[src/rtl/gcd_pkg.sv]
// ----------------------------------------------------------------------------
// gcd_pkg: shared types and constants for the great-circle distance unit
// Fixed-point formats, CORDIC arctangent table and angle-scaling tables.
// ----------------------------------------------------------------------------
package gcd_pkg;

  // CORDIC working word, vector component and product widths
  typedef logic signed [35:0] cw_t;
  typedef logic signed [33:0] vc_t;
  typedef logic signed [67:0] pr_t;

  typedef enum logic [1:0] {
    QUAD0 = 2'd0,
    QUAD1 = 2'd1,
    QUAD2 = 2'd2,
    QUAD3 = 2'd3
  } quad_t;

  localparam longint unsigned PI_Q30             = 64'd3373259426;
  localparam longint unsigned HALF_PI_Q30        = PI_Q30 / 2;
  localparam longint unsigned K_INV_Q30          = 64'd652032874;
  localparam longint unsigned QUARTER_TURN       = 64'd92160;
  localparam longint unsigned HALF_TURN          = 64'd184320;
  localparam longint unsigned THREE_QUARTER_TURN = 64'd276480;
  localparam longint unsigned FULL_TURN          = 64'd368640;

  // r / 45 for r below a quarter turn: (r * DIV45_MUL) >> DIV45_SHIFT
  localparam longint unsigned DIV45_MUL   = 64'd186414;
  localparam int              DIV45_SHIFT = 23;
  localparam int              ZC_N        = 45;

  localparam logic [29:0] ATAN_Q30 [32] = '{
    30'd843314856, 30'd497837829, 30'd263043836, 30'd133525158, 30'd67021686,
    30'd33543515,  30'd16775850,  30'd8388437,   30'd4194282,   30'd2097149,
    30'd1048575,   30'd524287,    30'd262143,    30'd131071,    30'd65535,
    30'd32767,     30'd16383,     30'd8191,      30'd4095,      30'd2047,
    30'd1023,      30'd511,       30'd255,       30'd127,       30'd63,
    30'd31,        30'd15,        30'd8,         30'd4,         30'd2,
    30'd1,         30'd0
  };

  typedef logic [19:0] zc_hi_arr_t [ZC_N];
  typedef logic [17:0] zc_lo_arr_t [ZC_N];

  // k * PI_Q30 split into quotient and remainder by a half turn
  function automatic zc_hi_arr_t zc_hi_build();
    zc_hi_arr_t      t;
    longint unsigned p;
    for (int k = 0; k < ZC_N; k++) begin
      p    = longint'(k) * PI_Q30;
      t[k] = 20'(p / HALF_TURN);
    end
    return t;
  endfunction

  function automatic zc_lo_arr_t zc_lo_build();
    zc_lo_arr_t      t;
    longint unsigned p;
    for (int k = 0; k < ZC_N; k++) begin
      p    = longint'(k) * PI_Q30;
      t[k] = 18'(p % HALF_TURN);
    end
    return t;
  endfunction

  localparam zc_hi_arr_t ZC_HI = zc_hi_build();
  localparam zc_lo_arr_t ZC_LO = zc_lo_build();

  // Q60 product back to Q30, round half up
  function automatic vc_t qround(pr_t p);
    pr_t t;
    t = p + (pr_t'(1) <<< 29);
    return vc_t'(t >>> 30);
  endfunction

endpackage

[src/rtl/gcd_angle_prep.sv]
// ----------------------------------------------------------------------------
// gcd_angle_prep: angle reduction to quadrant and Q30 radians
// Four-stage pipeline: wrap and quadrant, divide by 45, scale, correct.
// ----------------------------------------------------------------------------
module gcd_angle_prep (
  input  logic               clk,
  input  logic               en,
  input  logic signed [19:0] ang_i,   // 1/1024 degree
  output logic        [30:0] z_o,     // Q30 radians, below a quarter turn
  output logic        [1:0]  q_o
);
  import gcd_pkg::*;

  logic signed [20:0] tw;
  logic [18:0] t;
  logic [18:0] rfull;
  quad_t       q1_nxt;
  logic [16:0] r1_r;
  quad_t       q1_r;

  logic [34:0] prod45;
  logic [10:0] qr2_r;
  logic [16:0] r2_r;
  quad_t       q2_r;

  logic [16:0] rr_full;
  logic [5:0]  rr3_r;
  logic [42:0] p3_r;
  quad_t       q3_r;

  logic [18:0] fsum;
  logic [1:0]  corr;
  logic [30:0] z4_nxt;
  logic [30:0] z4_r;
  quad_t       q4_r;

  // stage 1: wrap into one turn, split off the quadrant
  always_comb begin
    tw = 21'(ang_i) + ((ang_i < 0) ? 21'(FULL_TURN) : 21'd0);
    t  = tw[18:0];
    if (t >= 19'(THREE_QUARTER_TURN)) begin
      q1_nxt = QUAD3;
      rfull  = t - 19'(THREE_QUARTER_TURN);
    end else if (t >= 19'(HALF_TURN)) begin
      q1_nxt = QUAD2;
      rfull  = t - 19'(HALF_TURN);
    end else if (t >= 19'(QUARTER_TURN)) begin
      q1_nxt = QUAD1;
      rfull  = t - 19'(QUARTER_TURN);
    end else begin
      q1_nxt = QUAD0;
      rfull  = t;
    end
  end

  assign prod45  = 35'(r1_r) * 35'(DIV45_MUL);
  assign rr_full = r2_r - 17'(qr2_r) * 17'd45;

  // r * PI = half_turn * (A + hi) + 45 * B + lo; fold the small part back in
  always_comb begin
    fsum = 19'(p3_r[11:0]) * 19'd45 + 19'(ZC_LO[rr3_r]) + 19'(QUARTER_TURN);
    if (fsum >= 19'(FULL_TURN)) begin
      corr = 2'd2;
    end else if (fsum >= 19'(HALF_TURN)) begin
      corr = 2'd1;
    end else begin
      corr = 2'd0;
    end
    z4_nxt = p3_r[42:12] + 31'(ZC_HI[rr3_r]) + 31'(corr);
  end

  always_ff @(posedge clk) begin
    if (en) begin
      r1_r  <= rfull[16:0];
      q1_r  <= q1_nxt;
      qr2_r <= prod45[DIV45_SHIFT+10:DIV45_SHIFT];
      r2_r  <= r1_r;
      q2_r  <= q1_r;
      rr3_r <= rr_full[5:0];
      p3_r  <= 43'(qr2_r) * 43'(PI_Q30);
      q3_r  <= q2_r;
      z4_r  <= z4_nxt;
      q4_r  <= q3_r;
    end
  end

  assign z_o = z4_r;
  assign q_o = q4_r;

endmodule

[config.mk]
export PLATFORM = sky130hd
export DESIGN_NAME = gcd_angle_prep
export DESIGN_NICKNAME = d
export VERILOG_FILES = /design/src/rtl/gcd_pkg.sv /design/src/rtl/gcd_angle_prep.sv
export SDC_FILE = /design/constraint.sdc
export NUM_CORES = 1
export LEC_CHECK = 0
export BUFFER_PORTS_ARGS = -buffer_cell sky130_fd_sc_hd__buf_2
export CELL_PAD_IN_SITES_DETAIL_PLACEMENT = 0
export CELL_PAD_IN_SITES_GLOBAL_PLACEMENT = 1
export CORE_UTILIZATION = 57
export CTS_BUF_LIST = sky130_fd_sc_hd__clkbuf_8
export DETAILED_ROUTE_END_ITERATION = 16
export PLACE_DENSITY_LB_ADDON = 0.1
export SYNTH_ARGS = -nofsm -noshare
export SYNTH_HDL_FRONTEND = slang
export SYNTH_SLANG_ARGS = --single-unit
[constraint.sdc]
create_clock -name clk -period 13.15 [get_ports clk]
set_input_delay 2.63 -clock clk [delete_from_list [all_inputs] [get_ports clk]]
set_output_delay 2.63 -clock clk [all_outputs]
set_load 0.05 [all_outputs]
==> flow_summary.ini <==
[setup_path]
crit_family = adder cells
crit_path_top_delay_cell = fa_1
critPathCaptureType = flip-flop
cp_num_buf_inv = 2
start_kind = flip-flop
cpMostUsedCell = ha_1
cp.required_ps = 13400
cp_max_fo = 8
critPathMaxStageDelay_ps = 520
worstSetupPathType = reg -> reg
arrival_ps = 8900

[global_route]
overflow = 0
antenna_found_initial = 1
track_usage_pct = 25.5
first_global_vias = 13600
grt_max_degree = 78
grt_pass1_wl_um = 67900

[min_path]
hold_class = reg -> reg

[cts]
clk_path_buf_depth = 2
cts-buffers-inserted = 17
cts_tree = done
cts-root-buf = clkbuf_8
hold_buffers = 0
htree_levels = 4
insertion_delay_ps = 490
cts.sinks = 121
cts_resized = 0
clkTransAtPathRegs_ps = 90
post_cts_buffers = 0

[die]
die-area_mm2 = 0.0340
io_pins = 55
die_h_um = 184
start_util_pct = 58.2
core-area_mm2 = 0.0326
rows = 66
die_w_um = 184

[run_status]
outcome = complete, no violations

[logic_synthesis]
synthArstFlopShare_pct = 0
synth_largest_area_cell = ha_1
syn_inst = 1909
postSynthAreaPerCell_um2 = 9.94
synthFlopType = edfxtp_1
ys_ff_latch = 121
ys_seq_area_share_pct = 19.2
yosys_warnings = 0
synth_cell_types = 70
syn-num-nets = 2518
synth_edf_count = 121
synth_top_area_share_pct = 25.7
synth.area.top_cells = ha_1 26%, fa_1 21%, edfxtp_1 19%
mappedNetlistArea_mm2 = 0.0190

[timing]
final_max_slew_viol_count = 0
setup_violations = 0
layout_min_cycle_time_ps = 8660
rsz0062_at_grt = no
setup_ws_ps = 4490
timing.slew.headroom_pct = 24.0
fmax_mhz = 116
fin_crit_sh_pct = 65.8
hold_viol = 0
setup_tns_ps = 0
worst_pin_slew_ps = 1130
hold_slack_ps = 430
fin_skew_ps = 14.9

[drt]
wl_per_cell_um = 16.6
viasPerCell = 5.53
drc = 0
vias = 13300
drt_pass1_iterations = 5
drt-total-wl_um = 39900
drt_iter0_markers = 723
antenna_left = 0

[placed_design]
io_buffers = 54
dp_hpwl_um = 32900
gp_congestion = 0.894
dp_slack_ps = 4500

[run]
drv_cap = 0

[finish]
drive_above_1_share_pct = 6.07
layout.nets = 2557
final_util_pct = 61.5
syn_to_final_growth_pct = 5.82
cells by family (layout without fill, tap and decap cells):
logic type                 after synthesis  after routing  synth area share (%)
DFF                                    121            121                  19.2
adders and majority gates              587            587                  46.5
AOI/OAI and AO/OA                      382            382                  13.1
other                                    0              1                     0
and+or+nand+nor                        328            328                  8.15
buffers and inverters                  365            417                  7.23
xor gates and xnor gates               117            117                  5.40
muxes                                    9              9                 0.508
final timing paths:
path | start | end | slack [ps] | cells past startpoint
max | p3_r[3] | z_o[29] | 4490 | 37
max reg2reg | p3_r[3] | z_o[29] | 4490 | 37
min reg2reg | q3_r[0] | q_o[0] | 430 | 0
min | q3_r[0] | q_o[0] | 430 | 0
sequential cells by signal, indices dropped and copies added, names as in the netlist:
name	flops
q2_r	2
r2_r	6
rr3_r	6
qr2_r	11
r1_r	17
q1_r	2
q_o	2
z_o	31
q3_r	2
p3_r	42
per-stage QoR:
step	instance area [µm²]	std cells
6_report	20100	2404
5_1_grt	20100	2404
4_1_cts	20100	2403
3_5_place_dp	19700	2371
3_3_place_gp	19700	2371
2_1_floorplan	19000	1909
metal layers:
metal  GRT usage (%)  vias up  share of wire (%)
li1                -     6651                  -
met3            3.20       65                3.5
met2            42.8      276                 48
met4            9.90        0                3.2
met5               0        -                  0
met1            33.5     6292                 46
cells in the final DEF, fill, tap and decap left out, drive strengths merged, types with 6 or more instances in the layout:
cell type  synthesis  routed
nor2b             17      17
nor3              23      23
a21boi             6       6
and3              16      16
buf                7      62
edfxtp           121     121
clkbuf            35      17
o221ai             6       6
a31oi             17      17
o21ai             81      81
o21a              14      14
nand2             90      90
xor2              32      32
a21o              47      47
ha               390     390
a221oi             6       6
nor2              93      93
a211oi            16      16
a21oi            114     114
o211ai             9       9
xnor2             85      85
fa               197     197
nand2b            14      14
nor4               7       7
nand3             33      33
inv              322     328
nand4             10      10
or2                6       6
o21bai            14      14
area by class of cell:
cell class	instances	area, µm²
inverter	323	1210
fill	2737	12500
tap	442	553
antenna	1	2.50
multi-input combinational	1423	14000
clock buffer	17	234
clock inverter	15	141
timing repair buffer	62	333
sequential	121	3630
Yosys cell counts (all sizes together), types with 7 or more instances:
| cell type | count |
|---|---|
| nor4 | 7 |
| xnor2 | 85 |
| xor2 | 32 |
| nand4 | 10 |
| inv | 322 |
| a21o | 47 |
| o21a | 14 |
| nor2 | 93 |
| fa | 197 |
| and3 | 16 |
| nand2 | 90 |
| nor2b | 17 |
| a31oi | 17 |
| o211ai | 9 |
| buf | 7 |
| ha | 390 |
| a211oi | 16 |
| clkbuf | 35 |
| o21bai | 14 |
| a21oi | 114 |
| edfxtp | 121 |
| nand3 | 33 |
| o21ai | 81 |
| nand2b | 14 |
| nor3 | 23 |
Power is not shown: default switching activity piles up to over one toggle a cycle in this logic, so the estimate is an artifact.
