[src/rtl/gcd_sqrt_cell.sv]
// ----------------------------------------------------------------------------
// gcd_sqrt_cell: one registered step of the integer square root
// Tries one result bit per cell against the remaining radicand.
// ----------------------------------------------------------------------------
module gcd_sqrt_cell #(
  parameter int STEP   = 0,
  parameter int SIDE_W = 1
) (
  input  logic              clk,
  input  logic              en,
  input  logic [63:0]       v_i,
  input  logic [63:0]       res_i,
  input  logic [SIDE_W-1:0] side_i,
  output logic [63:0]       v_o,
  output logic [63:0]       res_o,
  output logic [SIDE_W-1:0] side_o
);

  localparam logic [63:0] BIT = 64'd1 << (62 - 2 * STEP);

  logic [63:0] trial;
  logic [63:0] v_nxt, res_nxt;
  logic [63:0] v_r, res_r;
  logic [SIDE_W-1:0] side_r;

  always_comb begin
    trial = res_i + BIT;
    if (v_i >= trial) begin
      v_nxt   = v_i - trial;
      res_nxt = (res_i >> 1) + BIT;
    end else begin
      v_nxt   = v_i;
      res_nxt = res_i >> 1;
    end
  end

  always_ff @(posedge clk) begin
    if (en) begin
      v_r    <= v_nxt;
      res_r  <= res_nxt;
      side_r <= side_i;
    end
  end

  assign v_o    = v_r;
  assign res_o  = res_r;
  assign side_o = side_r;

endmodule

[config.mk]
export PLATFORM = sky130hd
export DESIGN_NAME = gcd_sqrt_cell
export DESIGN_NICKNAME = d
export VERILOG_FILES = /design/src/rtl/gcd_sqrt_cell.sv
export SDC_FILE = /design/constraint.sdc
export NUM_CORES = 1
export LEC_CHECK = 0
export ABC_AREA = 1
export BUFFER_PORTS_ARGS = -buffer_cell sky130_fd_sc_hd__clkbuf_2
export CAP_MARGIN = 20
export CORE_MARGIN = 2
export CORE_UTILIZATION = 25
export DETAILED_ROUTE_END_ITERATION = 12
export SYNTH_ARGS = -nofsm -noshare
export SYNTH_HDL_FRONTEND = slang
export SYNTH_SLANG_ARGS = --single-unit
[constraint.sdc]
create_clock -name clk -period 2.3 [get_ports clk]
set_input_delay 0.46 -clock clk [delete_from_list [all_inputs] [get_ports clk]]
set_output_delay 0.46 -clock clk [all_outputs]
set_load 0.02 [all_outputs]
==> reports/results.ini, run 1 <==
[setup_path]
worst_ep_required_time_ns=2.53
crit_top_cell=sky130_fd_sc_hd__nand2_1
timing.critical_path.slowest_stage_cell=sky130_fd_sc_hd__ha_1
slowest_delay_ns=0.34
cpLargestDelayFamily=simple AND/OR/NAND/NOR gates
path_class=in2reg
path_buf_inv=4
worstPathMaxFanout=24
end_kind=flip-flop
crit_chain=clkbuf_2 > inv_1 > ha_1 > nand2_1 > nor2_4 > nand2_1 > nor2_2 > nand4_1 > nand3_2 > nand2_4 > nand2_8 > inv_8 > buf_12 > nand2_1 > nand2_1
critPathLaunchType=primary input
critPathArrivalTime_ns=2.46

[floorplanning]
core_area_um2=43300
row_count=76
dieWidth_um=214
die_h_um=214
die_area_um2=45600
io_pins=260
initial_core_util_pct=25.4

[global_routing]
antenna_found_initial=0
global_route_wire_length_before_repair_mm=66.6
grt_pass1_vias=11800
gr-total-overflow=0
grt_use_total_pct=20.0
pin_count_of_the_biggest_net_entering_global_routing=57

[yosys]
top_post_synthesis_cells_by_count=sky130_fd_sc_hd__nand2_1, sky130_fd_sc_hd__inv_1, sky130_fd_sc_hd__edfxtp_1, sky130_fd_sc_hd__nor2_1, sky130_fd_sc_hd__nand3_1
netlist_area_um2=11000
synthCells=1713
synth.largest_area_cell=sky130_fd_sc_hd__edfxtp_1
synth_ff_type=sky130_fd_sc_hd__edfxtp_1
synth_top_cells_by_area=sky130_fd_sc_hd__edfxtp_1, sky130_fd_sc_hd__nand2_1, sky130_fd_sc_hd__inv_1, sky130_fd_sc_hd__ha_1, sky130_fd_sc_hd__nor2_1
synth-seq-area-share_pct=35.3
number_of_synthesized_register_bits=129
synth_largest_type_area_fraction_pct=35.3
synth_enable_flop_cells=129
synthMostInstantiatedCell=sky130_fd_sc_hd__nand2_1
mean_instance_size_in_the_synthesized_netlist_um2=6.41
synthArstFlopShare_pct=0
yosys.cell_types.count=29
yosysWarnings=0
synth.net_count=1909

[sta]
tightestPinTransition_ns=0.526
slew-limit-headroom_pct=64.6
hold_viol_final=0
grt_setup_unrepaired=true
timing.final.setup_violations=0
final_min_period_over_clock_period_pct=96.7
max_slew_violation_total_from_the_final_report=0
totalNegativeSetupSlack_ns=0
min_period_ns=2.22
max_clock_freq_mhz=449

[clock_network]
numClockSinks=129
clock-root-buffer=sky130_fd_sc_hd__clkbuf_16
cts.clk_slew.worst_paths_ns=0.06
cts-htree-levels=4
cts_tree=built
tritoncts.num_buffers=17
clockBufferDepth=2

[layout]
final_cell_count_no_fill=2866
fillerInstances=4756
num-nets-final=2465
drive_above_1_share_pct=29.3
n_antenna_cell=0
areaGrowthSynthToFinish_pct=46.1
utilization_pct=37.1
stdcell_area_um2=16100

[place]
placement.cell_area_um2=15200
portBuffers=259
dp_cell_count=2832
detailed_place_hpwl_mm=38.0
place.gp.congestion=0.934

[power_and_ir_drop]
power_density_nw_per_um2=591
vdd_ir_drop_max_v=0.000541
leakage_power_nw=9.30

[route]
antenna_left=0
via_per_inst=4.12
wirelength_mm=44.7
wl_per_cell_um=15.6
vias=11800
detailedRoute.firstPassIterationCount=5
drt_first_iter_violations=656
detail_route.drc_violations=0

[hold_path]
min_path_type=in2reg

[status]
run_status=complete, no violations

[run]
max_cap_viol_count=0

-- layer usage --
layer | share of wire, % | GRT usage [%] | vias to the layer above
li1 | - | - | 6274
met1 | 49 | 27.4 | 5246
met2 | 44 | 31.4 | 245
met3 | 4.8 | 4.04 | 35
met4 | 2.0 | 6.49 | 0
met5 | 0 | 0 | -
-- stage by stage --
stage	hold WS [ns]	total power, mW	worst slack (ns)
2_1_floorplan	0.559	4.94	0.0159
3_3_place_gp	0.639	6.56	-0.557
3_5_place_dp	0.642	6.59	-0.523
4_1_cts	0.104	9.55	0.0249
5_1_grt	0.128	10.1	-0.0277
6_report	0.154	9.49	0.0752
-- placed cells by master (no fill, tap or decap), types with 2 or more instances in the layout --
cell type                      n
sky130_fd_sc_hd__a21oi_1      36
sky130_fd_sc_hd__a21oi_2       8
sky130_fd_sc_hd__and2_1        2
sky130_fd_sc_hd__buf_12        6
sky130_fd_sc_hd__buf_4       283
sky130_fd_sc_hd__bufinv_16     3
sky130_fd_sc_hd__clkbuf_16    18
sky130_fd_sc_hd__clkbuf_2    258
sky130_fd_sc_hd__clkinv_1      2
sky130_fd_sc_hd__clkinv_4      2
sky130_fd_sc_hd__clkinvlp_4    4
sky130_fd_sc_hd__edfxtp_1    129
sky130_fd_sc_hd__ha_1         56
sky130_fd_sc_hd__ha_2          4
sky130_fd_sc_hd__ha_4          4
sky130_fd_sc_hd__inv_1       398
sky130_fd_sc_hd__inv_2         8
sky130_fd_sc_hd__inv_6         2
sky130_fd_sc_hd__nand2_1     744
sky130_fd_sc_hd__nand2_2      22
sky130_fd_sc_hd__nand2_4       3
sky130_fd_sc_hd__nand3_1      74
sky130_fd_sc_hd__nand3_2      16
sky130_fd_sc_hd__nand4_1      20
sky130_fd_sc_hd__nor2_1      100
sky130_fd_sc_hd__nor2_2       13
sky130_fd_sc_hd__nor2_4        6
sky130_fd_sc_hd__nor3_1        6
sky130_fd_sc_hd__nor3_2        4
sky130_fd_sc_hd__nor4_1        3
sky130_fd_sc_hd__o21ai_0       7
sky130_fd_sc_hd__xnor2_1       2
sky130_fd_sc_hd__xor2_1       30
-- power breakdown --
group | leakage [nW] | switching, mW | internal (mW)
sequential | 1.26 | 0.0911 | 2.95
combinational | 7.77 | 2.17 | 1.41
clock | 0.274 | 1.18 | 1.69
total | 9.30 | 3.44 | 6.05
-- kinds of logic after synthesis --
family / after synthesis / synth area share [%]
flops: 129 / 35.3
simple gates: 1015 / 37.5
fa+ha+maj: 65 / 7.47
buf+inv: 420 / 14.8
compound gates: 52 / 2.40
xor+xnor: 32 / 2.55
-- final timing paths --
check / from / slack, ns / cells past startpoint / endpoint
worst max-delay path: res_i[21] / 0.08 / 15 / v_o[16]
worst min-delay path: side_i / 0.15 / 1 / side_o
-- sequential cells by signal, summed over array words and instances (netlist names) --
name,cells
res_o,64
v_o,64
side_o,1
-- area by class of cell --
| cell class | count | area [µm²] | share of cell area, % |
|---|---|---|---|
| clock buffer | 18 | 429 | 2.67 |
| clock inverter | 13 | 163 | 1.01 |
| inverter | 407 | 1540 | 9.56 |
| multi-input combinational | 1164 | 5730 | 35.7 |
| sequential | 129 | 3870 | 24.1 |
| tap | 585 | 732 | 4.56 |
| timing repair buffer | 550 | 3600 | 22.4 |
-- repair_timing --
item                                    CTS  global route
gates resized for setup                   0            61
hold buffers                              0             0
endpoints found under the setup margin    0            65
setup buffers                             0             2
No activity file was read; power rests on OpenSTA's default activity.
==> run 2: changes to the inputs <==
Settings changed: ABC_AREA 1 to not set.
==> run 2 against run 1 <==
Effect of this change: the flow now finishes with violations (setup timing); count of clock-buffer cells in the layout decreased by 1; critical path depth did not move; sequential power about the same; highest routed layer is now met5; sequential cell count stayed put; wire length is 32% lower; die area fell by 21%; sequential share of layout area is 3.3 points higher; global-route usage shrank 3.6 points; setup slack got worse by 0.68 ns; first-iteration DRC count shrank 39%.
==> reports/results.ini, run 2 <==
[sta]
tightestPinTransition_ns=0.503
max_clock_freq_mhz=344
timing.final.setup_violations=66
hold_viol_final=0
worst_slack_ns=-0.605
slew-limit-headroom_pct=66.1
min_period_ns=2.91
final_min_period_over_clock_period_pct=126
max_slew_violation_total_from_the_final_report=0
grt_setup_unrepaired=true

[layout]
drive_above_1_share_pct=50.8
final_cell_count_no_fill=1865
num-nets-final=1593
n_antenna_cell=0
final_cell_mix=sky130_fd_sc_hd__clkbuf_2, sky130_fd_sc_hd__buf_4, sky130_fd_sc_hd__edfxtp_1
areaGrowthSynthToFinish_pct=63.7
utilization_pct=41.3

[place]
portBuffers=259
detailed_place_hpwl_mm=23.2
dp_cell_count=1801
post-place-ws_ns=-1.42
place.gp.congestion=0.856

[clock_network]
clock-root-buffer=sky130_fd_sc_hd__clkbuf_16
clockBufferDepth=2
cts_hold_buffers=0
numClockSinks=129
tritoncts.num_buffers=17
cts_tree=built
cts-htree-levels=4
cts.clk_slew.worst_paths_ns=0.06

[run]
max_cap_viol_count=0

[floorplanning]
io_pins=260
dieWidth_um=190
core_area_um2=34300
die_h_um=190
die_area_um2=36100
initial_core_util_pct=25.2
row_count=68

[setup_path]
end_kind=flip-flop
path_class=in2reg
worstPathMaxFanout=6
critPathArrivalTime_ns=3.10
critPathLaunchType=primary input
worst_ep_required_time_ns=2.49

[yosys]
synth.largest_area_cell=sky130_fd_sc_hd__edfxtp_1
yosysWarnings=0
synthMostInstantiatedCell=sky130_fd_sc_hd__edfxtp_1
synth_ff_type=sky130_fd_sc_hd__edfxtp_1
synthArstFlopShare_pct=0
netlist_area_um2=8640
synth.net_count=1082
synth_enable_flop_cells=129
synth_top_cells_by_area=sky130_fd_sc_hd__edfxtp_1, sky130_fd_sc_hd__ha_1, sky130_fd_sc_hd__a21oi_1, sky130_fd_sc_hd__a21o_1, sky130_fd_sc_hd__xnor2_1
synthCells=886
top_post_synthesis_cells_by_count=sky130_fd_sc_hd__edfxtp_1, sky130_fd_sc_hd__a21oi_1, sky130_fd_sc_hd__nor2_1, sky130_fd_sc_hd__inv_1, sky130_fd_sc_hd__ha_1
mean_instance_size_in_the_synthesized_netlist_um2=9.75
yosys.cell_types.count=58
number_of_synthesized_register_bits=129
synth-seq-area-share_pct=44.8
synth_largest_type_area_fraction_pct=44.8

[power_and_ir_drop]
power_density_nw_per_um2=666
vdd_ir_drop_max_v=0.000529
leakage_power_nw=6.55

[route]
detailedRoute.firstPassIterationCount=5
detail_route.drc_violations=0
drt_first_iter_violations=397
vias=8559
wirelength_mm=30.3
wl_per_cell_um=16.3
via_per_inst=4.59
antenna_left=0

[global_routing]
pin_count_of_the_biggest_net_entering_global_routing=52
antenna_found_initial=2
grt_pass1_vias=8611
gr-total-overflow=0
grt_use_total_pct=16.4
global_route_wire_length_before_repair_mm=45.6

[hold_path]
hold-path-cell-count=1
min_path_type=in2reg

[status]
violations=setup timing
run_status=finished with violations

-- run 2: cell count changes after synthesis, moves of 12 or more --
cell | previous run | this run
sky130_fd_sc_hd__a21o_1 | 0 | 49
sky130_fd_sc_hd__nand3_1 | 79 | 14
sky130_fd_sc_hd__and3_1 | 1 | 13
sky130_fd_sc_hd__nor2_1 | 112 | 82
sky130_fd_sc_hd__inv_1 | 401 | 78
sky130_fd_sc_hd__xnor2_1 | 2 | 36
sky130_fd_sc_hd__clkbuf_1 | 0 | 25
sky130_fd_sc_hd__nand2_1 | 762 | 52
sky130_fd_sc_hd__o21ai_0 | 7 | 40
sky130_fd_sc_hd__a21oi_1 | 43 | 111
-- run 2: final cells by class --
type,instances,area (µm²)
fillers,3319,20100
clock buffers,17,425
inverters,78,313
repair buffers,529,3580
multi-input cells,642,5180
well taps,455,569
clock inverters,15,205
flip-flops and latches,129,3870
-- run 2: final timing paths --
path	slack [ns]	startpoint	endpoint
worst max-delay path	-0.61	v_i[0]	v_o[60]
worst min-delay path	0.19	side_i	side_o
-- run 2: worst max-delay path, stage by stage --
cell and delay [ns]:
sky130_fd_sc_hd__buf_8 0.08, sky130_fd_sc_hd__inv_4 0.03, sky130_fd_sc_hd__ha_4 0.15, sky130_fd_sc_hd__fa_2 0.36, sky130_fd_sc_hd__nand2b_4 0.17, sky130_fd_sc_hd__a21oi_4 0.15
sky130_fd_sc_hd__o41ai_4 0.11, sky130_fd_sc_hd__nor4bb_4 0.19, sky130_fd_sc_hd__nor3_2 0.23, sky130_fd_sc_hd__o21ai_2 0.10, sky130_fd_sc_hd__o41ai_4 0.24, sky130_fd_sc_hd__buf_6 0.18
sky130_fd_sc_hd__or4b_4 0.46, sky130_fd_sc_hd__a21oi_2 0.13, sky130_fd_sc_hd__nor3_2 0.06
-- run 2: timing repair --
item	in CTS	in global routing
gates resized for setup	55	156
buffers inserted	16	18
endpoints found under the hold margin	0	0
pin swaps	12	47
cloned	3	1
endpoints found under the setup margin	66	66
-- run 2: cells by family after synthesis --
kind of cell               share of synthesized area (%)
AOI/OAI and AO/OA                                   19.7
DFF                                                 44.8
adders and majority gates                           9.50
buffers and inverters                               5.17
muxes                                               1.94
xor gates and xnor gates                            5.68
and+or+nand+nor                                     13.1
-- run 2: report_power, final --
| group | internal, mW | switching, mW |
|---|---|---|
| combinational | 1.60 | 1.81 |
| clock | 1.82 | 1.17 |
| sequential | 2.94 | 0.0837 |
| total | 6.36 | 3.06 |
-- run 2: layer usage --
metal  track usage [%]  up-vias  routed length (µm)
met5                 0        -                  27
met4              5.72        4                 734
met3              3.87       44                1660
met2              27.4      221               14800
met1              20.6     4036               13100
li1                  -     4254                   -
-- run 2: per-stage QoR --
step                      setup TNS (ns)  instance area [µm²]  power [mW]  hold WS (ns)
after floorplan                   -45.69                 8790        4.67         0.559
after global placement            -73.45                12300        5.95         0.638
after detailed placement          -80.49                12300        5.98         0.640
after CTS                         -40.00                13400        9.26         0.165
after global routing              -34.85                14100        9.90         0.173
final                             -29.02                14100        9.42         0.194
==> run 3: changes to the inputs <==
Settings changed: GPL_TIMING_DRIVEN set to 0, MAX_ROUTING_LAYER set to met4, SLEW_MARGIN set to 15.
==> run 3 against run 2 <==
Effect of this change: the run still ends with setup timing left; sequential cell count is the same; die area unchanged; setup slack worse by 0.12 ns; utilization down 2.2 points; total power shrank 1.8%; sequential power hardly changed; final cell count down 9.1%; combinational power up 1%; sequential share of layout area is 1.6 points higher; design area shrank 5.4%; first-iteration DRC count down 6.0%; critical path type unchanged.
==> reports/results.ini, run 3 (synthesis results as in run 2) <==
[route]
drt_first_iter_violations=373
wirelength_mm=30.1
detailedRoute.firstPassIterationCount=5
wl_per_cell_um=17.8
vias=8154
antenna_left=0
detail_route.drc_violations=0
via_per_inst=4.81

[place]
portBuffers=259
dp_cell_count=1601
detailed_place_hpwl_mm=21.7
place.gp.congestion=0.859
post-place-ws_ns=-2.18

[layout]
fillerInstances=3391
mostFrequentLayoutCell=sky130_fd_sc_hd__clkbuf_2
areaGrowthSynthToFinish_pct=54.8
drive_above_1_share_pct=46.9
multi_input_comb_area_um2=5490
num-nets-final=1422
register_area_um2=3870
final_cell_count_no_fill=1696
final_cell_mix=sky130_fd_sc_hd__clkbuf_2, sky130_fd_sc_hd__edfxtp_1, sky130_fd_sc_hd__inv_1

[hold_path]
min_path_type=in2reg
min-delay-start=res_i[60]
hold_end=res_o[59]
hold-path-cell-count=1

[sta]
timing.final.setup_violations=66
max_clock_freq_mhz=331
tightestPinTransition_ns=0.583
grt_setup_unrepaired=true
final_min_period_over_clock_period_pct=131
min_period_ns=3.02
slew-limit-headroom_pct=60.9
worst_slack_ns=-0.722
max_slew_violation_total_from_the_final_report=0
hold_viol_final=0
holdWs_ns=0.198

[setup_path]
slowest_delay_ns=0.33
critPathLaunchType=primary input
worst_ep_required_time_ns=2.61
timing.critical_path.slowest_stage_cell=sky130_fd_sc_hd__a2111oi_4
critPathArrivalTime_ns=3.33
worstPathMaxFanout=8
path_class=in2reg
crit_chain=clkbuf_2 > inv_1 > ha_1 > clkbuf_8 > a21o_1 > a21oi_1 > nor2b_1 > o31ai_2 > a21oi_2 > a2111oi_4 > o41ai_4 > buf_4 > buf_6 > buf_6 > nor4b_4 > a311o_1 > nor2_1
end_kind=flip-flop
worst-path-stages=17
cpLargestDelayFamily=compound AO/OA/AOI/OAI gates
path_buf_inv=6
crit_top_cell=sky130_fd_sc_hd__buf_6

[global_routing]
pin_count_of_the_biggest_net_entering_global_routing=71
global_route_wire_length_before_repair_mm=43.3
grt_pass1_vias=7836
grt_use_total_pct=16.3
gr-total-overflow=0
antenna_found_initial=2

[floorplanning]
initial_core_util_pct=25.2
io_pins=260
dieWidth_um=190
die_area_um2=36100
row_count=68
die_h_um=190
core_area_um2=34300

[clock_network]
clock-root-buffer=sky130_fd_sc_hd__clkbuf_16
tritoncts.num_buffers=17
cts_hold_buffers=0
clockBufferDepth=2
cts-htree-levels=4
cts_tree=built
numClockSinks=129
cts.clk_slew.worst_paths_ns=0.07

[power_and_ir_drop]
total_power_mw=9.25
leakage_power_nw=5.82
power_density_nw_per_um2=691
vdd_ir_drop_max_v=0.000521

[status]
run_status=finished with violations
violations=setup timing

[run]
max_cap_viol_count=0

## run 3: repair_timing
action / 4_1_cts / 5_1_grt
gates resized for setup: 179 / 167
buffers inserted: 39 / 30
setup endpoints to repair: 66 / 66
gates cloned: 7 / 2
pin swaps: 29 / 54
## run 3: per-layer routing
layer	share of wire, %	vias to the layer above	global-route usage (%)
met1	44	3974	19.5
met2	49	224	26.4
met3	5.7	32	4.46
met5	0	-	-
met4	2.0	0	5.37
li1	-	3924	-
## run 3: layout make-up
cell class / instances / share of cell area (%)
Clock buffer: 18 / 3.21
Antenna cell: 2 / 0.0374
Tap cell: 455 / 4.26
Clock inverter: 14 / 1.17
Timing Repair Buffer: 334 / 16.9
Multi-Input combinational cell: 642 / 41.0
Buffer: 24 / 2.11
Inverter: 78 / 2.38
Sequential cell: 129 / 29.0
## run 3: power by group
group / leakage (nW) / internal, mW / switching [mW]
clock network: 0.274 / 1.61 / 1.18
registers: 1.26 / 2.94 / 0.0724
logic: 4.28 / 1.54 / 1.91
## run 3: worst max-delay path by stage
stage | from | endpoint | slack (ns)
after CTS | v_i[0] | v_o[60] | -0.81
after global routing | res_i[33] | v_o[61] | -0.82
after detailed placement | res_i[3] | v_o[60] | -2.18
after floorplan | res_i[16] | v_o[60] | -0.76
after global placement | res_i[3] | v_o[60] | -2.19
final | res_i[57] | v_o[61] | -0.72
## run 3: metrics by stage
stage | TNS, ns | utilization, % | area [µm²]
CTS | -46.54 | 36.5 | 12500
floorplan | -45.69 | - | 8790
global route | -47.53 | 39.0 | 13400
finish | -41.60 | 39.0 | 13400
global placement | -266.23 | 31.1 | 10700
detailed placement | -122.69 | 31.2 | 10700
