--- src/rtl/gcd_pkg.sv ---
// ----------------------------------------------------------------------------
// gcd_pkg: shared types and constants for the great-circle distance unit
// Fixed-point formats, CORDIC arctangent table and angle-scaling tables.
// ----------------------------------------------------------------------------
package gcd_pkg;

  // CORDIC working word, vector component and product widths
  typedef logic signed [35:0] cw_t;
  typedef logic signed [33:0] vc_t;
  typedef logic signed [67:0] pr_t;

  typedef enum logic [1:0] {
    QUAD0 = 2'd0,
    QUAD1 = 2'd1,
    QUAD2 = 2'd2,
    QUAD3 = 2'd3
  } quad_t;

  localparam longint unsigned PI_Q30             = 64'd3373259426;
  localparam longint unsigned HALF_PI_Q30        = PI_Q30 / 2;
  localparam longint unsigned K_INV_Q30          = 64'd652032874;
  localparam longint unsigned QUARTER_TURN       = 64'd92160;
  localparam longint unsigned HALF_TURN          = 64'd184320;
  localparam longint unsigned THREE_QUARTER_TURN = 64'd276480;
  localparam longint unsigned FULL_TURN          = 64'd368640;

  // r / 45 for r below a quarter turn: (r * DIV45_MUL) >> DIV45_SHIFT
  localparam longint unsigned DIV45_MUL   = 64'd186414;
  localparam int              DIV45_SHIFT = 23;
  localparam int              ZC_N        = 45;

  localparam logic [29:0] ATAN_Q30 [32] = '{
    30'd843314856, 30'd497837829, 30'd263043836, 30'd133525158, 30'd67021686,
    30'd33543515,  30'd16775850,  30'd8388437,   30'd4194282,   30'd2097149,
    30'd1048575,   30'd524287,    30'd262143,    30'd131071,    30'd65535,
    30'd32767,     30'd16383,     30'd8191,      30'd4095,      30'd2047,
    30'd1023,      30'd511,       30'd255,       30'd127,       30'd63,
    30'd31,        30'd15,        30'd8,         30'd4,         30'd2,
    30'd1,         30'd0
  };

  typedef logic [19:0] zc_hi_arr_t [ZC_N];
  typedef logic [17:0] zc_lo_arr_t [ZC_N];

  // k * PI_Q30 split into quotient and remainder by a half turn
  function automatic zc_hi_arr_t zc_hi_build();
    zc_hi_arr_t      t;
    longint unsigned p;
    for (int k = 0; k < ZC_N; k++) begin
      p    = longint'(k) * PI_Q30;
      t[k] = 20'(p / HALF_TURN);
    end
    return t;
  endfunction

  function automatic zc_lo_arr_t zc_lo_build();
    zc_lo_arr_t      t;
    longint unsigned p;
    for (int k = 0; k < ZC_N; k++) begin
      p    = longint'(k) * PI_Q30;
      t[k] = 18'(p % HALF_TURN);
    end
    return t;
  endfunction

  localparam zc_hi_arr_t ZC_HI = zc_hi_build();
  localparam zc_lo_arr_t ZC_LO = zc_lo_build();

  // Q60 product back to Q30, round half up
  function automatic vc_t qround(pr_t p);
    pr_t t;
    t = p + (pr_t'(1) <<< 29);
    return vc_t'(t >>> 30);
  endfunction

endpackage

--- src/rtl/gcd_cordic_cell.sv ---
// ----------------------------------------------------------------------------
// gcd_cordic_cell: one registered CORDIC micro-rotation
// Rotation mode steers on z, vectoring mode on y; side data rides along.
// ----------------------------------------------------------------------------
module gcd_cordic_cell #(
  parameter int STEP   = 0,
  parameter bit VECTOR = 1'b0,
  parameter int SIDE_W = 2
) (
  input  logic                clk,
  input  logic                en,
  input  gcd_pkg::cw_t        x_i,
  input  gcd_pkg::cw_t        y_i,
  input  gcd_pkg::cw_t        z_i,
  input  logic [SIDE_W-1:0]   side_i,
  output gcd_pkg::cw_t        x_o,
  output gcd_pkg::cw_t        y_o,
  output gcd_pkg::cw_t        z_o,
  output logic [SIDE_W-1:0]   side_o
);
  import gcd_pkg::*;

  cw_t dx, dy, da;
  logic pos;
  cw_t x_nxt, y_nxt, z_nxt;
  cw_t x_r, y_r, z_r;
  logic [SIDE_W-1:0] side_r;

  always_comb begin
    dx  = y_i >>> STEP;
    dy  = x_i >>> STEP;
    da  = cw_t'(ATAN_Q30[STEP]);
    pos = VECTOR ? (y_i > 0) : (z_i >= 0);
    if (pos ^ VECTOR) begin
      x_nxt = x_i - dx;
      y_nxt = y_i + dy;
      z_nxt = z_i - da;
    end else begin
      x_nxt = x_i + dx;
      y_nxt = y_i - dy;
      z_nxt = z_i + da;
    end
  end

  always_ff @(posedge clk) begin
    if (en) begin
      x_r    <= x_nxt;
      y_r    <= y_nxt;
      z_r    <= z_nxt;
      side_r <= side_i;
    end
  end

  assign x_o    = x_r;
  assign y_o    = y_r;
  assign z_o    = z_r;
  assign side_o = side_r;

endmodule

--- config.mk ---
export PLATFORM = sky130hd
export DESIGN_NAME = gcd_cordic_cell
export DESIGN_NICKNAME = d
export VERILOG_FILES = /design/src/rtl/gcd_pkg.sv /design/src/rtl/gcd_cordic_cell.sv
export SDC_FILE = /design/constraint.sdc
export NUM_CORES = 1
export LEC_CHECK = 0
export BUFFER_PORTS_ARGS = -buffer_cell sky130_fd_sc_hd__buf_4
export CAP_MARGIN = 20
export CORE_AREA = 2 2 124 187
export CTS_CLUSTER_DIAMETER = 60
export CTS_CLUSTER_SIZE = 10
export DETAILED_ROUTE_END_ITERATION = 12
export DIE_AREA = 0 0 126 189
export HOLD_SLACK_MARGIN = 0.05
export PLACE_DENSITY = 0.87
export SYNTH_ARGS = -nofsm -noshare
export SYNTH_HDL_FRONTEND = slang
export SYNTH_SLANG_ARGS = --single-unit
--- constraint.sdc ---
create_clock -name clk -period 4.8 [get_ports clk]
set_input_delay 0.72 -clock clk [delete_from_list [all_inputs] [get_ports clk]]
set_output_delay 0.72 -clock clk [all_outputs]
set_load 0.01 [all_outputs]
==> results of run 1 <==
==> where the power goes <==
| part | internal (W) | switching [W] |
|---|---|---|
| clock | 0.000408 | 0.000376 |
| combinational | 0.000664 | 0.000922 |
| sequential | 0.00126 | 0.0000492 |
| total | 0.00233 | 0.00135 |
==> stage by stage <==
| step | utilization (%) | setup WS, ns | instances | total power (W) | hold slack, ns |
|---|---|---|---|---|---|
| global placement | 59.99 | 0.2824 | 1799 | 0.002856 | 0.8982 |
| global route | 61.36 | 0.03165 | 1816 | 0.003840 | 0.5223 |
| floorplan | - | 0.01708 | 1345 | 0.002252 | 0.8189 |
| detailed placement | 59.99 | -0.02400 | 1799 | 0.002881 | 0.8996 |
| CTS | 61.35 | 0.3521 | 1815 | 0.003669 | 0.5159 |
| finish | 61.36 | 0.3518 | 1816 | 0.003678 | 0.5230 |
==> synthesized netlist by cell type (4+ instances only) <==
cell      number  area, sq um
a221o_1        4        40.04
nor2_1        93        349.1
or4_1          6        45.04
nand4_1       17        106.4
fa_1           4        80.08
a21o_1        55        412.9
o21ai_1       23        115.1
o21ai_0       74        370.4
buf_1          6        22.52
a211o_1       11        96.34
o31ai_1       17        127.6
nand2_1       66        247.7
ha_1         137         1714
nor2b_1       17        106.4
a22oi_1        4        30.03
nand3_1       22        110.1
a21oi_1      170        850.8
a31oi_1        9        56.30
buf_2          9        45.04
nor3_1        21        105.1
clkinv_1       4        15.01
xnor2_1       79        691.9
a221oi_1       5        43.79
a21boi_0       7        52.55
o21bai_1      28        210.2
o211ai_1       9        67.56
and3_1        11        68.82
or3_1          9        56.30
mux2i_1       11        110.1
and2_1         7        43.79
a211oi_1      16        120.1
inv_1        131        491.7
inv_2          4        15.01
xor2_1        16        140.1
o211a_1        5        50.05
edfxtp_1     109         3273
o21a_1         5        37.54
o311ai_1       4        35.03
nand2b_1      14        87.58
clkbuf_1      37        138.9
nor4_1        15        93.84
==> worst paths after layout <==
kind	startpoint	to
max	z_i[35]	z_o[33]$_DFFE_PP_
min	side_i[0]	side_o[0]$_DFFE_PP_
==> critical path, cell delays in order <==
cell,delay (ns)
buf_4,0.13
inv_1,0.09
ha_1,0.15
nor4b_1,0.26
nand4_1,0.14
nor3_1,0.27
nand2b_4,0.23
inv_2,0.12
ha_1,0.35
nor2b_1,0.17
o31ai_1,0.37
a21oi_1,0.21
o21ai_2,0.23
o311ai_1,0.17
a2111oi_1,0.52
o31ai_1,0.15
a21oi_1,0.21
xnor2_1,0.09
==> placed cells by master, fill, tap and decap left out, drive strengths merged, types with 14 or more instances in the layout <==
cell,instances
a21oi,173
nor4,16
ha,137
edfxtp,109
buf,233
o21ai,98
xnor2,79
nor2b,17
o21bai,28
nand2,67
a21o,55
xor2,16
nor3,22
nand2b,14
nor2,93
o31ai,18
nand3,23
a211oi,17
nand4,17
inv,136
==> flip-flops by register name, summed over array words and instances (netlist names) <==
name and count:
z_o 36, x_o 36, side_o 2, y_o 35
==> per-layer routing <==
| layer | vias to the layer above | share of wire (%) | track usage, % |
|---|---|---|---|
| li1 | 5262 | - | - |
| met1 | 5233 | 35 | 30.93 |
| met2 | 545 | 52 | 55.62 |
| met3 | 153 | 5.6 | 3.165 |
| met4 | 0 | 7.0 | 19.32 |
| met5 | - | 0 | 0 |
==> layout make-up <==
cell class | instances | area [sq um] | share of cell area, %
Antenna cell | 1 | 2.502 | 0.01843
Clock buffer | 9 | 225.2 | 1.659
Clock inverter | 7 | 75.07 | 0.5528
Inverter | 139 | 521.8 | 3.842
Multi-Input combinational cell | 1042 | 7387 | 54.40
Sequential cell | 109 | 3273 | 24.10
Tap cell | 276 | 345.3 | 2.543
Timing Repair Buffer | 233 | 1749 | 12.88
==> cells by family after synthesis <==
kind of cell             Yosys count
AO/OA/AOI/OAI                    481
AND/OR/NAND/NOR                  314
buffers and inverters            194
adder cells (fa/ha/maj)          141
flip-flops                       109
XOR/XNOR                          95
multiplexers                      11
==> results_dict.tcl, run 1 <==
set metrics [dict create \
    via_per_inst 6.164 \
    cts_made_buffers 9 \
    worst_pin_slew_ns 0.8696 \
    fill_cells 1961 \
    grt_pass1_wl_mm 56.17 \
    design.die.area_sq_mm 0.02381 \
    ys_seq_area_share_pct 28.69 \
    arrival_ns 4.58 \
    yosysWarnings 0 \
    final_nets 1787 \
    initial_core_util_pct 51.54 \
    synth-compound-area-share_pct 26.89 \
    rsz0062_at_grt "false" \
    gr-total-overflow 0 \
    clockBufferDepth 2 \
    avgSynthCellArea_sq_um 8.481 \
    die_w_um 126 \
    antenna_found_initial 1 \
    io_buffers 221 \
    design_area_sq_mm 0.01358 \
    setup_viol 0 \
    synth-simple-area-share_pct 13.81 \
    slew_violations 0 \
    slew-limit-headroom_pct 41.41 \
    drtPass1Iterations 6 \
    core_sq_mm 0.02213 \
    hp-class "in -> reg" \
    htreeDepth 3 \
    crit_required_ns 4.93 \
    die_y_um 189 \
    grt_usage_pct 29.68 \
    path_clk_slew_ns 0.08 \
    cts_resized 0 \
    clock-root-buffer "clkbuf_16" \
    cts.sinks 109 \
    drt_wl_total_mm 36.83 \
    max-vdd-ir-drop_mv 0.1765 \
    grt_pass1_vias 10943 \
    dp_hpwl_mm 29.47 \
    cts_setup_buffers 0 \
    placed_cell_area_sq_mm 0.01328 \
    globalplace.congestion 1.017 \
    drv_cap 0 \
    fmax_mhz 224.8 \
    detail_route.wl_per_cell_um 20.28 \
    min_period_over_period_pct 92.67 \
    synth_mux_area_share_pct 0.9652 \
    ys_async_sr_fraction_pct 0 \
    pin_count 222 \
    synth_top_family_by_area "compound AO/OA/AOI/OAI gates" \
    syn_area_sq_mm 0.01141 \
    worstPathMaxFanout 10 \
    synth_cell_type_count 79 \
    synth_nets 1598 \
    hold_violations 0 \
    startpoint_type "primary input" \
    drive_gt1_share_pct 18.06 \
    synth_edf_count 109 \
    min_period_ns 4.448 \
    vias 11193 \
    holdPathStages 1 \
    synth-xor-area-share_pct 7.294 \
    ys_ff_latch 109 \
    outcome "complete, no violations" \
    drcViolationCount 0 \
    ant_nets 0 \
    yosys.area_share.adder_pct 15.73 \
    drt-initial-drc-count 985 \
    synth_cells 1345 \
    cellPowerDensity_mw_per_mm2 270.8 \
    synth_top_flop_cell "edfxtp_1" \
    ctsHoldBuffers 0 \
    rows 67 \
    tns_ns 0 \
    syn2layout_area_growth_pct 19.04 \
    critPathKind "in -> reg" \
    cts_tree "done" \
    endpoint_kind "flip-flop" \
    grt_max_degree 41 \
    total_leakage_power_nw 6.194 \
]
Note: power is estimated with default switching activity, not from simulation.
==> run 2: changes to the inputs <==
- GPL_TIMING_DRIVEN: not set -> 0
==> run 2 against run 1 <==
Effect of this change:
- flip-flop and latch count unchanged
- critical path depth decreased by 1
- total power rose by 1.7%
- critical endpoint is now z_o[35]$_DFFE_PP_
- largest power group unchanged
- highest routed layer unchanged
==> results_dict.tcl, run 2 (same netlist as run 1, synthesis figures left out) <==
set metrics [dict create \
    die_w_um 126 \
    cellPowerDensity_mw_per_mm2 269.4 \
    drt-initial-drc-count 822 \
    rsz0062_at_grt "false" \
    layout_common_cells "226 x buf_4, 169 x a21oi_1, 137 x ha_1, 130 x inv_1, 109 x edfxtp_1" \
    endpoint_kind "flip-flop" \
    drt_wl_total_mm 40.88 \
    ant_nets 0 \
    clockBufferDepth 2 \
    drcViolationCount 0 \
    cts_made_buffers 9 \
    wl_met2_mm 21.06 \
    vias 11519 \
    grt_usage_pct 33.69 \
    dp_hpwl_mm 32.81 \
    rows 67 \
    design.die.area_sq_mm 0.02381 \
    design_area_sq_mm 0.01388 \
    hp-class "in -> reg" \
    min_period_over_period_pct 94.50 \
    htreeDepth 3 \
    grt_pass1_vias 11792 \
    gr-total-overflow 0 \
    path_clk_slew_ns 0.08 \
    max-vdd-ir-drop_mv 0.1740 \
    n_antenna_cell 0 \
    slew_violations 0 \
    tns_ns 0 \
    pin_count 222 \
    slew-limit-headroom_pct 33.21 \
    setup_ws_ns 0.2638 \
    drv_cap 0 \
    finalPower_w 0.003739 \
    clock-root-buffer "clkbuf_16" \
    cts.sinks 109 \
    critPathKind "in -> reg" \
    met3_length_mm 2.409 \
    worst_pin_slew_ns 0.9910 \
    drive_gt1_share_pct 18.42 \
    fmax_mhz 220.4 \
    highest_layer "met4" \
    ctsHoldBuffers 0 \
    final_common_cell "buf_4" \
    syn2layout_area_growth_pct 21.67 \
    m1WireLength_mm 14.16 \
    antenna_found_initial 0 \
    crit_required_ns 4.93 \
    outcome "complete, no violations" \
    core_sq_mm 0.02213 \
    grt_max_degree 65 \
    setup_viol 0 \
    io_buffers 221 \
    min_period_ns 4.536 \
    globalplace.congestion 1.068 \
    die_y_um 189 \
    placed_cell_area_sq_mm 0.01344 \
    arrival_ns 4.67 \
    cts_tree "done" \
    fill_cells 1937 \
    initial_core_util_pct 51.54 \
    pre_cts_slack_ns -1.460 \
    drtPass1Iterations 8 \
    startpoint_type "primary input" \
    total_leakage_power_nw 6.296 \
    worstPathMaxFanout 24 \
    grt_pass1_wl_mm 62.42 \
    detail_route.wl_per_cell_um 21.96 \
    final_nets 1833 \
    via_per_inst 6.190 \
    hold_violations 0 \
    hold_ws_ns 0.5250 \
]
[run 2: cell count changes in the layout (fill, tap and decap cells not counted), sizes merged]
cell      change
clkbuf       +36
buf          +11
clkinv        -2
clkinvlp      +2
diode         -1
inv           -1
[run 2: path summary, 6_finish.rpt]
| check | startpoint | to | slack, ns | cells past startpoint |
|---|---|---|---|---|
| max | z_i[4] | z_o[35]$_DFFE_PP_ | 0.26 | 17 |
| min | side_i[0] | side_o[0]$_DFFE_PP_ | 0.53 | 1 |
[run 2: layout make-up]
| cell class | count | area, sq um | share of cell area, % |
|---|---|---|---|
| Multi-Input combinational cell | 1042 | 7455 | 53.71 |
| Sequential cell | 109 | 3273 | 23.58 |
| Timing Repair Buffer | 225 | 1709 | 12.31 |
| Inverter | 139 | 525.5 | 3.786 |
| Tap cell | 276 | 345.3 | 2.488 |
| Buffer | 54 | 270.3 | 1.947 |
| Clock buffer | 10 | 229.0 | 1.650 |
| Clock inverter | 6 | 72.57 | 0.5229 |
[run 2: report_power, final]
group | internal, W | switching (W)
sequential | 0.00126 | 0.0000458
combinational | 0.000677 | 0.000970
clock | 0.000410 | 0.000378
total | 0.00234 | 0.00139
[run 2: through the flow]
step | utilization (%) | std cells
3_5_place_dp | 60.74 | 1843
5_1_grt | 62.71 | 1861
3_3_place_gp | 60.60 | 1842
6_report | 62.71 | 1861
4_1_cts | 62.39 | 1859
2_1_floorplan | - | 1345
[run 2: critical path, stage by stage]
cell and delay (ns):
buf_4 0.12, nor4_1 0.44, nand4_1 0.17, nor3_1 0.27, nand2b_4 0.23, clkinvlp_4 0.11
clkbuf_16 0.22, fa_1 0.42, nor2b_1 0.19, o31ai_2 0.11, a21oi_1 0.28, o21ai_2 0.18
o311ai_4 0.41, a211oi_2 0.16, o31ai_2 0.34, a21oi_1 0.14, xnor2_1 0.14
[run 2: timing repair]
item | 4_1_cts | 5_1_grt
endpoints found under the setup margin | 21 | 12
setup buffers | 1 | 2
pin swaps | 1 | 0
gates resized for setup | 12 | 12
[run 2: per-layer routing]
metal  track usage (%)  up-vias
met3             4.634      191
met2             62.03      586
met4             23.46        0
li1                  -     5349
met5                 0        -
met1             34.77     5393
==> run 3: changes to the inputs <==
- GPL_ROUTABILITY_DRIVEN: not set -> 0
- MAX_ROUTING_LAYER: not set -> met4
- RECOVER_POWER: not set -> 25
==> run 3 against run 2 <==
Effect of this change:
- the flow now finishes with violations (capacitance limit, slew limit)
- clock-buffer cell count down 1
- maximum frequency down 3.1%
- setup slack worse by 0.14 ns
- hold slack better by 0.031 ns
- sequential share of layout area up 0.15 points
- non-clock buffer count unchanged
- critical path type unchanged
==> results_dict.tcl, run 3 (same netlist as run 1, synthesis figures left out) <==
set metrics [dict create \
    drt-initial-drc-count 1572 \
    cellPowerDensity_mw_per_mm2 269.8 \
    die_w_um 126 \
    vias 11978 \
    hold_ws_ns 0.5564 \
    cts_made_buffers 9 \
    ant_nets 0 \
    final_common_cell "buf_4" \
    crit_required_ns 4.92 \
    via_per_inst 6.436 \
    path_clk_slew_ns 0.08 \
    holdPathStages 1 \
    drt_wl_total_mm 39.05 \
    worstPathMaxFanout 16 \
    finalPower_w 0.003722 \
    hp-class "in -> reg" \
    setup_viol 0 \
    worst_pin_slew_ns 3.110 \
    gr-total-overflow 0 \
    tns_ns 0 \
    endpoint_kind "flip-flop" \
    min_from "side_i[1]" \
    grt_pass1_wl_mm 59.48 \
    cp_top_family "compound AO/OA/AOI/OAI gates" \
    grt_max_degree 58 \
    initial_core_util_pct 51.54 \
    critPathKind "in -> reg" \
    arrival_ns 4.80 \
    clock-root-buffer "clkbuf_16" \
    cp_num_buf_inv 5 \
    startpoint_type "primary input" \
    drtPass1Iterations 8 \
    final_nets 1833 \
    grt_usage_pct 32.62 \
    drive_gt1_share_pct 16.97 \
    n_antenna_cell 0 \
    cp_cell_sequence "buf_4 -> inv_1 -> ha_1 -> nor4b_2 -> nand4_1 -> nor3_2 -> nand2b_4 -> clkinvlp_4 -> clkbuf_4 -> buf_8 -> ha_1 -> or3_1 -> o211ai_1 -> o21ai_1 -> a311o_1 -> a211oi_2 -> o31ai_1 -> a21oi_1 -> xnor2_1" \
    cts.sinks 109 \
    syn2layout_area_growth_pct 20.92 \
    hold_violations 0 \
    slew_violations 57 \
    drv_cap 1 \
    core_sq_mm 0.02213 \
    violations "capacitance limit, slew limit" \
    detail_route.wl_per_cell_um 20.98 \
    fill_cells 1844 \
    drcViolationCount 0 \
    io_buffers 221 \
    total_leakage_power_nw 6.214 \
    grt_pass1_vias 11774 \
    design.die.area_sq_mm 0.02381 \
    crit_path_top_delay_cell "a311o_1" \
    clockBufferDepth 2 \
    cts_tree "done" \
    dp_hpwl_mm 30.01 \
    rows 67 \
    ctsHoldBuffers 0 \
    layout_common_cells "198 x buf_4, 168 x a21oi_1, 137 x ha_1, 130 x inv_1, 109 x edfxtp_1" \
    min_period_over_period_pct 97.51 \
    slowest_delay_ns 0.48 \
    max-vdd-ir-drop_mv 0.1741 \
    pin_count 222 \
    crit_top_cell "ha_1" \
    hold_path_end "side_o[1]$_DFFE_PP_" \
    die_y_um 189 \
    htreeDepth 3 \
    slew-limit-headroom_pct -107.4 \
    outcome "finished, violations left" \
    min_period_ns 4.681 \
    fmax_mhz 213.7 \
    antenna_found_initial 0 \
]
==> run 3: cell types whose count changed in the layout (fill, tap and decap cells not counted), sizes merged <==
cell / previous run / this run
buf: 244 / 216
clkbuf: 45 / 72
clkinvlp: 2 / 1
inv: 135 / 137
==> run 3: worst max-delay path by stage <==
stage | startpoint | endpoint | slack [ns] | depth (start not counted)
3_5_place_dp | z_i[35] | z_o[33]$_DFFE_PP_ | -1.25 | 21
4_1_cts | z_i[35] | z_o[32]$_DFFE_PP_ | 0.02 | 19
3_3_place_gp | z_i[35] | z_o[33]$_DFFE_PP_ | -1.49 | 19
6_report | z_i[35] | z_o[32]$_DFFE_PP_ | 0.12 | 19
2_1_floorplan | z_i[35] | z_o[32]$_DFFE_PP_ | 0.02 | 18
5_1_grt | z_i[35] | z_o[32]$_DFFE_PP_ | -0.04 | 20
==> run 3: final cells by class <==
type	instances	area, sq um	area share, %
plain buffers	54	257.7	1.869
clock inverters	7	81.33	0.5896
clock buffers	9	225.2	1.633
inverters	139	525.5	3.810
repair buffers	225	1627	11.79
flip-flops and latches	109	3273	23.73
multi-input cells	1042	7458	54.07
well taps	276	345.3	2.504
==> run 3: through the flow <==
step,worst slack (ns),utilization [%],cell area [sq um],std cells
final,0.1194,62.32,13790,1861
after global routing,-0.04092,62.32,13790,1861
after CTS,0.01739,62.49,13830,1861
after detailed placement,-1.245,60.80,13460,1844
after global placement,-1.487,60.60,13410,1842
after floorplan,0.01708,-,11410,1345
==> run 3: metal layers <==
metal | up-vias | routed length (um) | GRT usage [%]
met4 | 0 | 3833 | 24.47
met5 | - | 0 | -
met2 | 905 | 19260 | 56.74
met3 | 355 | 3535 | 5.256
met1 | 5376 | 12420 | 32.53
li1 | 5342 | - | -
==> run 3: power breakdown <==
group          internal [W]  leakage, nW  total [W]  switching, W
combinational      0.000654         4.99    0.00163      0.000973
sequential          0.00126         1.07    0.00130     0.0000443
clock              0.000414        0.152   0.000791      0.000377
==> run 3: timing repair <==
| action | in CTS | in global routing |
|---|---|---|
| setup buffers | 2 | 0 |
| endpoints found under the setup margin | 20 | 11 |
| hold endpoints to repair | 0 | 0 |
| resized for setup | 13 | 9 |
| pin swaps | 1 | 3 |
